`src/sv/ordered_list_insert_erase_top_macros.svh`:
```
// Assertion macros used by the list top module.
`ifndef ORDERED_LIST_INSERT_ERASE_TOP_MACROS_SVH
`define ORDERED_LIST_INSERT_ERASE_TOP_MACROS_SVH

// A condition that must hold at every clock edge outside reset.
`define OLIE_ASSERT_ALWAYS(label, cond, msg) \
    label: assert property (@(posedge clk) disable iff (!rst_n) (cond)) \
        else $error(msg);

// A condition that must hold in the cycle after a trigger.
`define OLIE_ASSERT_NEXT(label, trig, cond, msg) \
    label: assert property (@(posedge clk) disable iff (!rst_n) (trig) |=> (cond)) \
        else $error(msg);

// A condition that must hold in the same cycle as a trigger.
`define OLIE_ASSERT_SAME(label, trig, cond, msg) \
    label: assert property (@(posedge clk) disable iff (!rst_n) (trig) |-> (cond)) \
        else $error(msg);

`endif

```
`src/sv/olie_pkg.sv`:
```
package olie_pkg;

    localparam int WORD_W = 32;
    localparam int POS_W = 5;
    localparam int CMD_W = 3;
    localparam int CNT_OUT_W = 5;
    localparam int IN_DATA_W = 40;
    localparam int OUT_DATA_W = 104;

    typedef enum logic [CMD_W-1:0] {
        CMD_APPEND = 3'd0,
        CMD_INSERT = 3'd1,
        CMD_ERASE  = 3'd2,
        CMD_READ   = 3'd3,
        CMD_CLEAR  = 3'd4
    } cmd_t;

    typedef enum logic [1:0] {
        ST_OK    = 2'd0,
        ST_FULL  = 2'd1,
        ST_RANGE = 2'd2
    } status_t;

    typedef enum logic [1:0] {
        CELL_HOLD   = 2'd0,
        CELL_INSERT = 2'd1,
        CELL_ERASE  = 2'd2
    } cell_op_t;

    typedef struct packed {
        cell_op_t          op;
        logic [WORD_W-1:0] value;
    } cell_ctl_t;

endpackage

```
`src/sv/olie_cell.sv`:
```
module olie_cell
    import olie_pkg::*;
#(
    parameter int IDX = 0,
    parameter int PW = 5
)
(
    input  logic              clk,
    input  cell_ctl_t         ctl,
    input  logic [PW-1:0]     pos,
    input  logic [WORD_W-1:0] left_data,
    input  logic [WORD_W-1:0] right_data,
    input  logic              rd_en,
    input  logic [PW-1:0]     rd_pos,
    input  logic [PW-1:0]     back_pos,
    output logic [WORD_W-1:0] data,
    output logic [WORD_W-1:0] rd_tap,
    output logic [WORD_W-1:0] back_tap
);

    localparam logic [PW-1:0] MY_IDX = PW'(IDX);

    logic [WORD_W-1:0] data_reg;
    logic [WORD_W-1:0] data_next;

    always_comb
    begin
        data_next = data_reg;
        unique case (ctl.op)
            CELL_INSERT:
            begin
                if (MY_IDX > pos)
                begin
                    data_next = left_data;
                end
                else if (MY_IDX == pos)
                begin
                    data_next = ctl.value;
                end
            end
            CELL_ERASE:
            begin
                if (MY_IDX >= pos)
                begin
                    data_next = right_data;
                end
            end
            default:
            begin
                data_next = data_reg;
            end
        endcase
    end

    always_ff @(posedge clk)
    begin
        data_reg <= data_next;
    end

    assign data = data_reg;
    assign rd_tap = (rd_en && (rd_pos == MY_IDX)) ? data_reg : '0;
    assign back_tap = (back_pos == MY_IDX) ? data_reg : '0;

endmodule

```
`src/sv/ordered_list_insert_erase_top.sv`:
```
// An accepted transaction goes to the pending stage, then its result is registered into the
// output stage once that stage can move. One transaction per cycle is taken while the output
// stage does not stall; insert and erase move every later entry one cell over on acceptance.
// Reset clears the entry count and the handshake state; entry words are not reset.
// The block accepts transactions in the first cycle after reset is released.
module ordered_list_insert_erase_top
    import olie_pkg::*;
#(
    parameter int CAPACITY = 16
)
(
    input  logic                  clk,
    input  logic                  rst_n,
    input  logic                  s_axis_tvalid,
    output logic                  s_axis_tready,
    // Fields from bit 0: command (3), position (5), item_value (32).
    input  logic [IN_DATA_W-1:0]  s_axis_tdata,
    output logic                  m_axis_tvalid,
    input  logic                  m_axis_tready,
    // Fields from bit 0: read_word (32), front_word (32), back_word (32),
    // entry_count (5), status (2), one pad bit.
    output logic [OUT_DATA_W-1:0] m_axis_tdata
);

    `include "ordered_list_insert_erase_top_macros.svh"

    localparam int CW = $clog2(CAPACITY + 1);
    localparam int PW = (CW > POS_W) ? CW : POS_W;

    logic [CW-1:0]       count_reg;
    logic [CW-1:0]       count_next;
    logic                pend_valid_reg;
    logic                pend_valid_next;
    status_t             pend_status_reg;
    logic                pend_rd_reg;
    logic [PW-1:0]       pend_pos_reg;
    logic                out_valid_reg;
    logic                out_valid_next;
    logic [OUT_DATA_W-1:0] out_data_reg;

    cmd_t                cmd;
    logic [PW-1:0]       pos_ext;
    logic [PW-1:0]       cnt_ext;
    logic [WORD_W-1:0]   value;
    logic                accept;
    logic                out_move;
    logic                full;
    status_t             status_a;
    logic                rd_a;
    cell_op_t            op_a;
    logic [PW-1:0]       op_pos;
    cell_ctl_t           ctl;

    logic [WORD_W-1:0]   cell_data [CAPACITY];
    logic [WORD_W-1:0]   rd_taps [CAPACITY];
    logic [WORD_W-1:0]   back_taps [CAPACITY];
    logic [WORD_W-1:0]   rd_word;
    logic [WORD_W-1:0]   back_word;
    logic [WORD_W-1:0]   front_word;
    logic [PW-1:0]       back_pos;

    assign cmd = cmd_t'(s_axis_tdata[CMD_W-1:0]);
    assign pos_ext = PW'(s_axis_tdata[CMD_W+POS_W-1:CMD_W]);
    assign value = s_axis_tdata[CMD_W+POS_W+WORD_W-1:CMD_W+POS_W];
    assign cnt_ext = PW'(count_reg);
    assign full = (count_reg == CW'(CAPACITY));

    assign out_move = !out_valid_reg || m_axis_tready;
    assign s_axis_tready = !pend_valid_reg || out_move;
    assign accept = s_axis_tvalid && s_axis_tready;

    always_comb
    begin
        status_a = ST_OK;
        rd_a = 1'b0;
        op_a = CELL_HOLD;
        op_pos = pos_ext;
        count_next = count_reg;
        unique case (cmd)
            CMD_APPEND:
            begin
                if (full)
                begin
                    status_a = ST_FULL;
                end
                else
                begin
                    op_a = CELL_INSERT;
                    op_pos = cnt_ext;
                    count_next = count_reg + CW'(1);
                end
            end
            CMD_INSERT:
            begin
                if (full)
                begin
                    status_a = ST_FULL;
                end
                else if (pos_ext > cnt_ext)
                begin
                    status_a = ST_RANGE;
                end
                else
                begin
                    op_a = CELL_INSERT;
                    count_next = count_reg + CW'(1);
                end
            end
            CMD_ERASE:
            begin
                if (pos_ext >= cnt_ext)
                begin
                    status_a = ST_RANGE;
                end
                else
                begin
                    op_a = CELL_ERASE;
                    count_next = count_reg - CW'(1);
                end
            end
            CMD_READ:
            begin
                if (pos_ext >= cnt_ext)
                begin
                    status_a = ST_RANGE;
                end
                else
                begin
                    rd_a = 1'b1;
                end
            end
            CMD_CLEAR:
            begin
                count_next = '0;
            end
            default:
            begin
                status_a = ST_RANGE;
            end
        endcase
        if (!accept)
        begin
            op_a = CELL_HOLD;
            count_next = count_reg;
        end
    end

    assign ctl = '{op: op_a, value: value};

    // The result stage looks at the row after the update has landed.
    assign back_pos = cnt_ext - PW'(1);

    for (genvar i = 0; i < CAPACITY; i++)
    begin : g_cell
        logic [WORD_W-1:0] left_data;
        logic [WORD_W-1:0] right_data;

        if (i == 0)
        begin : g_first
            assign left_data = value;
        end
        else
        begin : g_mid_left
            assign left_data = cell_data[i-1];
        end

        if (i == CAPACITY - 1)
        begin : g_last
            assign right_data = cell_data[i];
        end
        else
        begin : g_mid_right
            assign right_data = cell_data[i+1];
        end

        olie_cell #(
            .IDX (i),
            .PW  (PW)
        ) u_cell (
            .clk        (clk),
            .ctl        (ctl),
            .pos        (op_pos),
            .left_data  (left_data),
            .right_data (right_data),
            .rd_en      (pend_rd_reg),
            .rd_pos     (pend_pos_reg),
            .back_pos   (back_pos),
            .data       (cell_data[i]),
            .rd_tap     (rd_taps[i]),
            .back_tap   (back_taps[i])
        );
    end

    always_comb
    begin
        rd_word = '0;
        back_word = '0;
        for (int i = 0; i < CAPACITY; i++)
        begin
            rd_word = rd_word | rd_taps[i];
            back_word = back_word | back_taps[i];
        end
    end

    assign front_word = (count_reg != '0) ? cell_data[0] : '0;

    always_comb
    begin
        pend_valid_next = pend_valid_reg;
        if (accept)
        begin
            pend_valid_next = 1'b1;
        end
        else if (out_move)
        begin
            pend_valid_next = 1'b0;
        end
    end

    always_comb
    begin
        out_valid_next = out_valid_reg;
        if (out_move)
        begin
            out_valid_next = pend_valid_reg;
        end
    end

    always_ff @(posedge clk or negedge rst_n)
    begin
        if (!rst_n)
        begin
            count_reg <= '0;
            pend_valid_reg <= 1'b0;
            out_valid_reg <= 1'b0;
            pend_rd_reg <= 1'b0;
        end
        else
        begin
            count_reg <= count_next;
            pend_valid_reg <= pend_valid_next;
            out_valid_reg <= out_valid_next;
            if (accept)
            begin
                pend_rd_reg <= rd_a;
            end
        end
    end

    always_ff @(posedge clk)
    begin
        if (accept)
        begin
            pend_status_reg <= status_a;
            pend_pos_reg <= pos_ext;
        end
        if (out_move && pend_valid_reg)
        begin
            out_data_reg <= {1'b0, pend_status_reg, cnt_ext[CNT_OUT_W-1:0],
                             back_word, front_word, rd_word};
        end
    end

    assign m_axis_tvalid = out_valid_reg;
    assign m_axis_tdata = out_data_reg;

    `OLIE_ASSERT_ALWAYS(a_count_bound, count_reg <= CW'(CAPACITY), "count above capacity")
    `OLIE_ASSERT_NEXT(a_clear_empties, accept && (cmd == CMD_CLEAR), count_reg == '0,
        "clear left entries")
    `OLIE_ASSERT_NEXT(a_pend_held, pend_valid_reg && !out_move, pend_valid_reg,
        "pending result dropped")
    `OLIE_ASSERT_SAME(a_empty_words,
        out_valid_reg && (out_data_reg[3*WORD_W+CNT_OUT_W-1:3*WORD_W] == '0),
        out_data_reg[3*WORD_W-1:WORD_W] == '0, "empty list shows words")

endmodule

```
`config.mk`:
```
export PLATFORM = sky130hd
export DESIGN_NAME = ordered_list_insert_erase_top
export DESIGN_NICKNAME = d
export VERILOG_FILES = /design/src/sv/olie_pkg.sv /design/src/sv/olie_cell.sv /design/src/sv/ordered_list_insert_erase_top.sv
export VERILOG_INCLUDE_DIRS = /design/src /design/src/sv
export SDC_FILE = /design/constraint.sdc
export NUM_CORES = 1
export LEC_CHECK = 0
export ABC_CLOCK_PERIOD_IN_PS = 8700
export BUFFER_PORTS_ARGS = -buffer_cell sky130_fd_sc_hd__clkbuf_2
export CORE_MARGIN = 4
export CORE_UTILIZATION = 45
export DETAILED_ROUTE_END_ITERATION = 16
export PLACE_DENSITY = 0.6
export SLEW_MARGIN = 25
export SYNTH_ARGS = -nofsm -noshare
export SYNTH_HDL_FRONTEND = slang
export SYNTH_HIERARCHICAL = 1
export SYNTH_SLANG_ARGS = --single-unit
```
`constraint.sdc`:
```
create_clock -name clk -period 8.7 [get_ports clk]
set_input_delay 0.87 -clock clk [delete_from_list [all_inputs] [get_ports clk]]
set_output_delay 0.87 -clock clk [all_outputs]
set_load 0.01 [all_outputs]
```
==> results of run 1 <==
## synthesized netlist by cell type, types with 13 or more instances
cell type,n,area share
nor3_1,17,0.0020
or4b_1,36,0.0083
a21oi_1,80,0.0093
mux2_2,30,0.0078
nor3b_2,35,0.010
buf_4,16,0.0028
and2_2,93,0.016
a31oi_1,354,0.051
nor4_1,261,0.038
inv_1,73,0.0063
nand4_1,66,0.0096
o31ai_1,32,0.0056
o21ai_0,129,0.015
o211ai_2,31,0.0090
clkbuf_1,175,0.015
nor2_1,371,0.032
nor3_2,152,0.035
clkbuf_2,25,0.0029
a221o_1,32,0.0074
nor2b_1,38,0.0055
or3b_1,27,0.0055
nand3_1,69,0.0080
buf_1,25,0.0022
nor3b_1,68,0.012
nand2_1,427,0.037
and2_1,774,0.11
o21ai_1,36,0.0042
nand2b_1,28,0.0041
edfxtp_1,622,0.43
xnor2_1,13,0.0026
mux2i_1,66,0.015
buf_2,87,0.010
o211ai_1,35,0.0061
buf_6,46,0.012
nand3b_1,66,0.011
## report_power, final
| part | switching [mW] | leakage [nW] | internal (mW) |
|---|---|---|---|
| combinational | 2.68 | 9.60 | 1.08 |
| clock | 1.39 | 1.23 | 2.01 |
| sequential | 0.192 | 5.81 | 3.75 |
| total | 4.26 | 16.6 | 6.85 |
## cell families (layout without fill, tap and decap cells)
family	count (synthesis)	in the layout
adders and majority gates	8	8
DFF	630	630
xor gates and xnor gates	14	14
buffers and inverters	460	471
AOI/OAI and AO/OA	773	773
other	1	3
and+or+nand+nor	2577	2577
muxes	101	101
## worst reg2reg max path: cells and delay by family (launching register included)
| family | cells | cell delay [ns] |
|---|---|---|
| compound gates | 3 | 1.55 |
| fa+ha+maj | 1 | 0.29 |
| buf+inv | 3 | 2.07 |
| flops | 1 | 0.50 |
| simple gates | 3 | 0.66 |
## layer usage
metal  up-vias  track usage
li1      16596            -
met4         0        0.239
met1     18867        0.438
met3       600       0.0602
met2      2627        0.502
met5         -            0
## stage by stage
stage | instance area, um2 | util
after global routing | 47400 | 0.498
after global placement | 44600 | 0.469
final | 47400 | 0.498
after floorplan | 43200 | -
after CTS | 47300 | 0.497
after detailed placement | 44700 | 0.470
## worst paths after layout
kind / startpoint / endpoint / slack (ns) / cells past startpoint
hold / removal: rst_n / pend_valid_reg / 0.07 / 1
max in group asynchronous: rst_n / pend_rd_reg / 8.41 / 1
min in group clk: pend_status_reg[1] / m_axis_tdata[102] / 0.42 / 0
setup / recovery: cnt_ext[0] / g_cell[7].u_cell/data[24] / 3.47 / 10
setup reg to reg: cnt_ext[0] / g_cell[7].u_cell/data[24] / 3.47 / 10
hold reg to reg: pend_status_reg[1] / m_axis_tdata[102] / 0.42 / 0
## final cells by class
type                    instances  area [um2]  area share
clock buffers                 102        2130      0.0449
flip-flops and latches        630       18900       0.399
well taps                    1265        1580      0.0334
multi-input cells            3474       22400       0.472
repair buffers                261        1690      0.0357
clock inverters                34         425     0.00898
inverters                      74         284     0.00600
diodes                          2        5.00    0.000106
==> run metrics, run 1 <==
drc violations=0; critical path capture point type=flip-flop; dpl ws=roughly 3.4 ns; Avg Cell Area, Syn=9.47 um2; Buffers & Inverters on Critical Path=3; TritonCTS Buffers=77; final WL=~180,000 um; post-synthesis mux area share=0.0247; first-pass GRT wire length=approximately 260,000 um; core area=approximately 0.095 mm2; post-synthesis adder-cell area fraction=0.00232; TritonCTS clock tree=done; gr usage total=0.335; Die Ht=between 300 and 400 um; met3 wire len=17,200 um; final-stage net count=4,570; critical path's top delay family=buffers and inverters; Clock Tree Buf Depth=3; clock skew=0.0189 ns; Worst Setup Start Kind=flip-flop; Fill cells=~8,800; synthesized area=between 0.04 and 0.05 mm2; post-synthesis sequential area ratio=0.437; root buffer cell=clkbuf_16; YS warnings=6; largest net degree at the start of global routing=approximately 180; Post-Synthesis Cells=around 4,600; Main synth FF type=edfxtp_1; total power=about 11 mW; CTS Hold Bufs=0; Met2 Wirelength=about 77,000 um; Die Footprint=0.101 mm2; Via density=approximately 6.6; worst slew pin tran=around 1.2 ns; DR vias=~39,000; Peak VDD IR=between 0.2 and 0.25 mV; final setup fails=0; largest family of logic cells by synthesized area=simple AND/OR/NAND/NOR gates; CTS H-tree depth=3; initial antenna violation count=5; Initial Utilization=0.454; Worst path slowest cell=buf_4; final worst-path cycle share=0.602; status=complete, no violations; routed len/inst=roughly 30 um; post-synthesis register bit count=630; Compound-Gate Fraction of Synth Area=0.118; # Max-Cap Violations=0; max layer used=met4; share of cells above drive strength 1=0.179; Detail Route Antenna Nets=0; Post-Synth Simple-Gate Area=0.358; worst skew pair latency=around 0.65 ns; PD cells=roughly 230 mW/mm2; area delta synth->final=9.55%; vias in the first global route=approximately 36,000; GRT overflow=0; DR pass1 iterations=6; Slew headroom=0.176; Layout Cells excl Fill=5,842; Post-synth EDFFs=between 600 and 700; max-slew violations=0; Async S/R FF share, synth=0.0127; CP max stage delay=approximately 0.71 ns; fin worst setup slack=between 3 and 4 ns; P_leak=about 17 nW; XOR/XNOR Fraction of Synth Area=0.00284; most frequent cells in the layout=and2_1 (773), edfxtp_1 (622), nand2_1 (427); Chip Width=around 320 um; max frequency=191 MHz; Worst EP arrival=approximately 5.7 ns; CP required=about 9.2 ns; Post-CTS Setup Inserts=0; Mapped Nets=4,616; initial drt markers=approximately 5,200; worst path cell trace=inv_1 -> ha_1 -> nand3_1 -> nand2_1 -> a22o_4 -> buf_4 -> buf_4 -> a311o_2 -> nand2_1 -> a31oi_1; Final min period=around 5.2 ns; DP HPWL=about 110,000 um; CP Class=reg2reg; hold crit path type=in2async; commonest non-fill, non-tap cell in the layout=and2_1; max FFs per register=about 510; Clk pin slew, worst setup/hold paths=~0.06 ns; clock sink count=630; Port Buf Inserts=roughly 150; CP max FO=63; unique cell type count in the Yosys netlist=93; Fin Hold WS=approximately 0.07 ns; post-cts sizing count=0; Std-Cell Rows=roughly 110; Sum Neg Setup Slack=0 ns; Placed Cells=5,701; Met1 Wirelength=just under 70,000 um; endpoints failing hold=0; routability cong.=0.981; RSZ-0062 raised after global routing=no; Ports=150
(Power assumes the default switching activity.)
==> inputs of run 2 (changes only) <==
ABC_CLOCK_PERIOD_IN_PS = 4850   (was 8700)
clock period = 4.85 ns   (was 8.7 ns; I/O delays follow)
==> run metrics, run 2 (synthesis gave the netlist of run 1 again) <==
clock skew=0.0186 ns (-0.000323 ns); routability cong.=0.923 (-6.0%); P_leak=17.1 nW (+2.9%); area delta synth->final=11.7%; Fill cells=8,806 (+0.18%); Die Footprint=0.101 mm2 (unchanged); worst path cell trace=inv_4 -> ha_4 -> nand4_4 -> a21o_2 -> o211ai_1 -> nor3b_4 -> nor2b_4 -> o21ai_0 -> nor2_4 -> buf_4; post-cts sizing count=0 (unchanged); Sequential Power Share=0.353 (-0.002); Clock Tree Buf Depth=3 (unchanged); clock sink count=630 (unchanged); CP max stage delay=0.86 ns (+0.15 ns); gr usage total=0.309 (-0.0265); Hold Path Cell Cnt=2; Buffers & Inverters on Critical Path=2 (-1); Worst path slowest cell=nor2b_4; most frequent cells in the layout=and2_1 (773), edfxtp_1 (622), nand2_1 (427); Slew headroom=0.263 (+0.0869); Util after Layout=0.508 (+0.00985); final WL=162,000 um (-8.4%); Post-DP Area=0.0458 mm2 (+2.3%); Worst Setup Start Kind=flip-flop; Clk pin slew, worst setup/hold paths=0.06 ns (about the same); RSZ-0062 raised after global routing=no; CTS H-tree depth=3 (unchanged); Ports=150 (unchanged); max frequency=247 MHz (+29%); root buffer cell=clkbuf_16; TritonCTS Buffers=76 (-1.3%); r2r setup slk=0.80 ns (-2.66 ns); Reg-to-Reg End=g_cell[9].u_cell/data[30]; worst skew pair latency=0.65 ns (about the same); CP Depth=10 (unchanged); Final min period=4.05 ns (-1.19 ns); sw frac=0.369 (-0.0147); CP max FO=33 (-48%); endpoints failing hold=0 (unchanged); core area=0.0952 mm2 (unchanged); CP required=5.13 ns (-4.05 ns); dpl ws=0.711 ns (-2.65 ns); Crit Reg-Reg Startpoint=cnt_ext[2]; DR pass1 iterations=6 (unchanged); hold crit path type=in2reg; crit path to=g_cell[9].u_cell/data[30]; vias in the first global route=36,137 (-0.14%); PD cells=415 mW/mm2 (+77%); total power=20.1 mW (+81%); Initial Utilization=0.454 (unchanged); CP Class=reg2reg; Sum Neg Setup Slack=0 ns (unchanged); final-stage net count=4,663 (+2.0%); worst slew pin tran=1.10 ns (-0.129 ns); largest net degree at the start of global routing=65 (-65%); Peak VDD IR=0.445 mV (+96%); Via density=6.33 (-4.4%); DP HPWL=115,000 um (+0.71%); fin worst setup slack=0.802 ns (-2.66 ns); initial antenna violation count=5 (unchanged); status=complete, no violations; Detail Route Antenna Nets=0 (unchanged); Die Ht=318 um (unchanged); Logic pwr share=0.352 (+0.013); final worst-path cycle share=0.835 (+0.233); R2R cell count=10 (unchanged); switching power=7.40 mW (+74%); max FFs per register=512 (unchanged); critical path capture point type=flip-flop; initial drt markers=3,992 (-23%); internal power=12.7 mW (+85%); critical path's top delay family=simple AND/OR/NAND/NOR gates; GRT overflow=0 (unchanged); crit path from=cnt_ext[2]; routed len/inst=27.2 um (-9.8%); first-pass GRT wire length=240,000 um (-6.1%); Std-Cell Rows=113 (unchanged); Chip Width=318 um (unchanged); Port Buf Inserts=148 (unchanged); final instance area=0.0483 mm2 (+2.0%); final setup fails=0 (unchanged); DR vias=37,555 (-2.9%); commonest non-fill, non-tap cell in the layout=and2_1; drc violations=0 (unchanged); share of cells above drive strength 1=0.199 (+0.0194); max-slew violations=0 (unchanged); # Max-Cap Violations=0 (unchanged); Worst EP arrival=4.32 ns (-1.39 ns); TritonCTS clock tree=done; Clock power frac=0.296 (-0.010)
## run 2: cell count changes in the layout (fill, tap and decap cells not counted), moves of 4 or more
cell	before	now
clkbuf_1	19	11
clkinv_2	9	13
buf_12	2	16
ha_4	0	5
buf_4	106	188
nor2_2	11	7
ha_1	8	3
inv_1	72	67
clkinv_1	9	13
nor2_4	2	6
nor4_2	8	4
## run 2: layout make-up
type,instances,area (um2),area share
timing repair buffer,355,2540,0.0525
tap,1265,1580,0.0328
sequential,630,18900,0.391
clock inverter,39,417,0.00863
inverter,74,292,0.00604
multi-input combinational,3474,22500,0.465
clock buffer,94,2100,0.0434
antenna,3,7.51,0.000155
## run 2: metrics by stage
step / hold WS (ns) / cells
2_1_floorplan: 0.189 / 4564
3_3_place_gp: 0.359 / 5794
3_5_place_dp: 0.365 / 5796
4_1_cts: 0.0251 / 5930
5_1_grt: 0.0393 / 5931
6_report: 0.0391 / 5934
## run 2: worst min path at each step
stage	start	slack, ns	to
6_report	s_axis_tvalid	0.04	pend_valid_reg
3_3_place_gp	rst_n	0.36	cnt_ext[2]
5_1_grt	s_axis_tvalid	0.04	pend_valid_reg
2_1_floorplan	rst_n	0.19	cnt_ext[0]
3_5_place_dp	rst_n	0.37	cnt_ext[3]
4_1_cts	s_axis_tvalid	0.03	pend_valid_reg
## run 2: metal layers
layer  vias up  wire length, um  global-route usage  share of wire
met3       432            10700              0.0378          0.066
li1      16795                -                   -              -
met5         -               13                   0       0.000080
met4         2            12500               0.197          0.077
met1     18473            63500               0.395           0.39
met2      1853            74900               0.497           0.46
## run 2: power groups by stage
stage	logic (mW)	registers, mW	clock network [mW]
after floorplan	3.97	7.13	0
after global placement	6.81	7.19	0
after detailed placement	6.88	7.18	0
after CTS	6.91	7.08	6.01
after global routing	7.42	7.11	6.23
final	7.05	7.08	5.93
## run 2: timing repair
action	CTS	global route
endpoints found under the hold margin	8	0
hold buffers	1	0
setup buffers	0	0
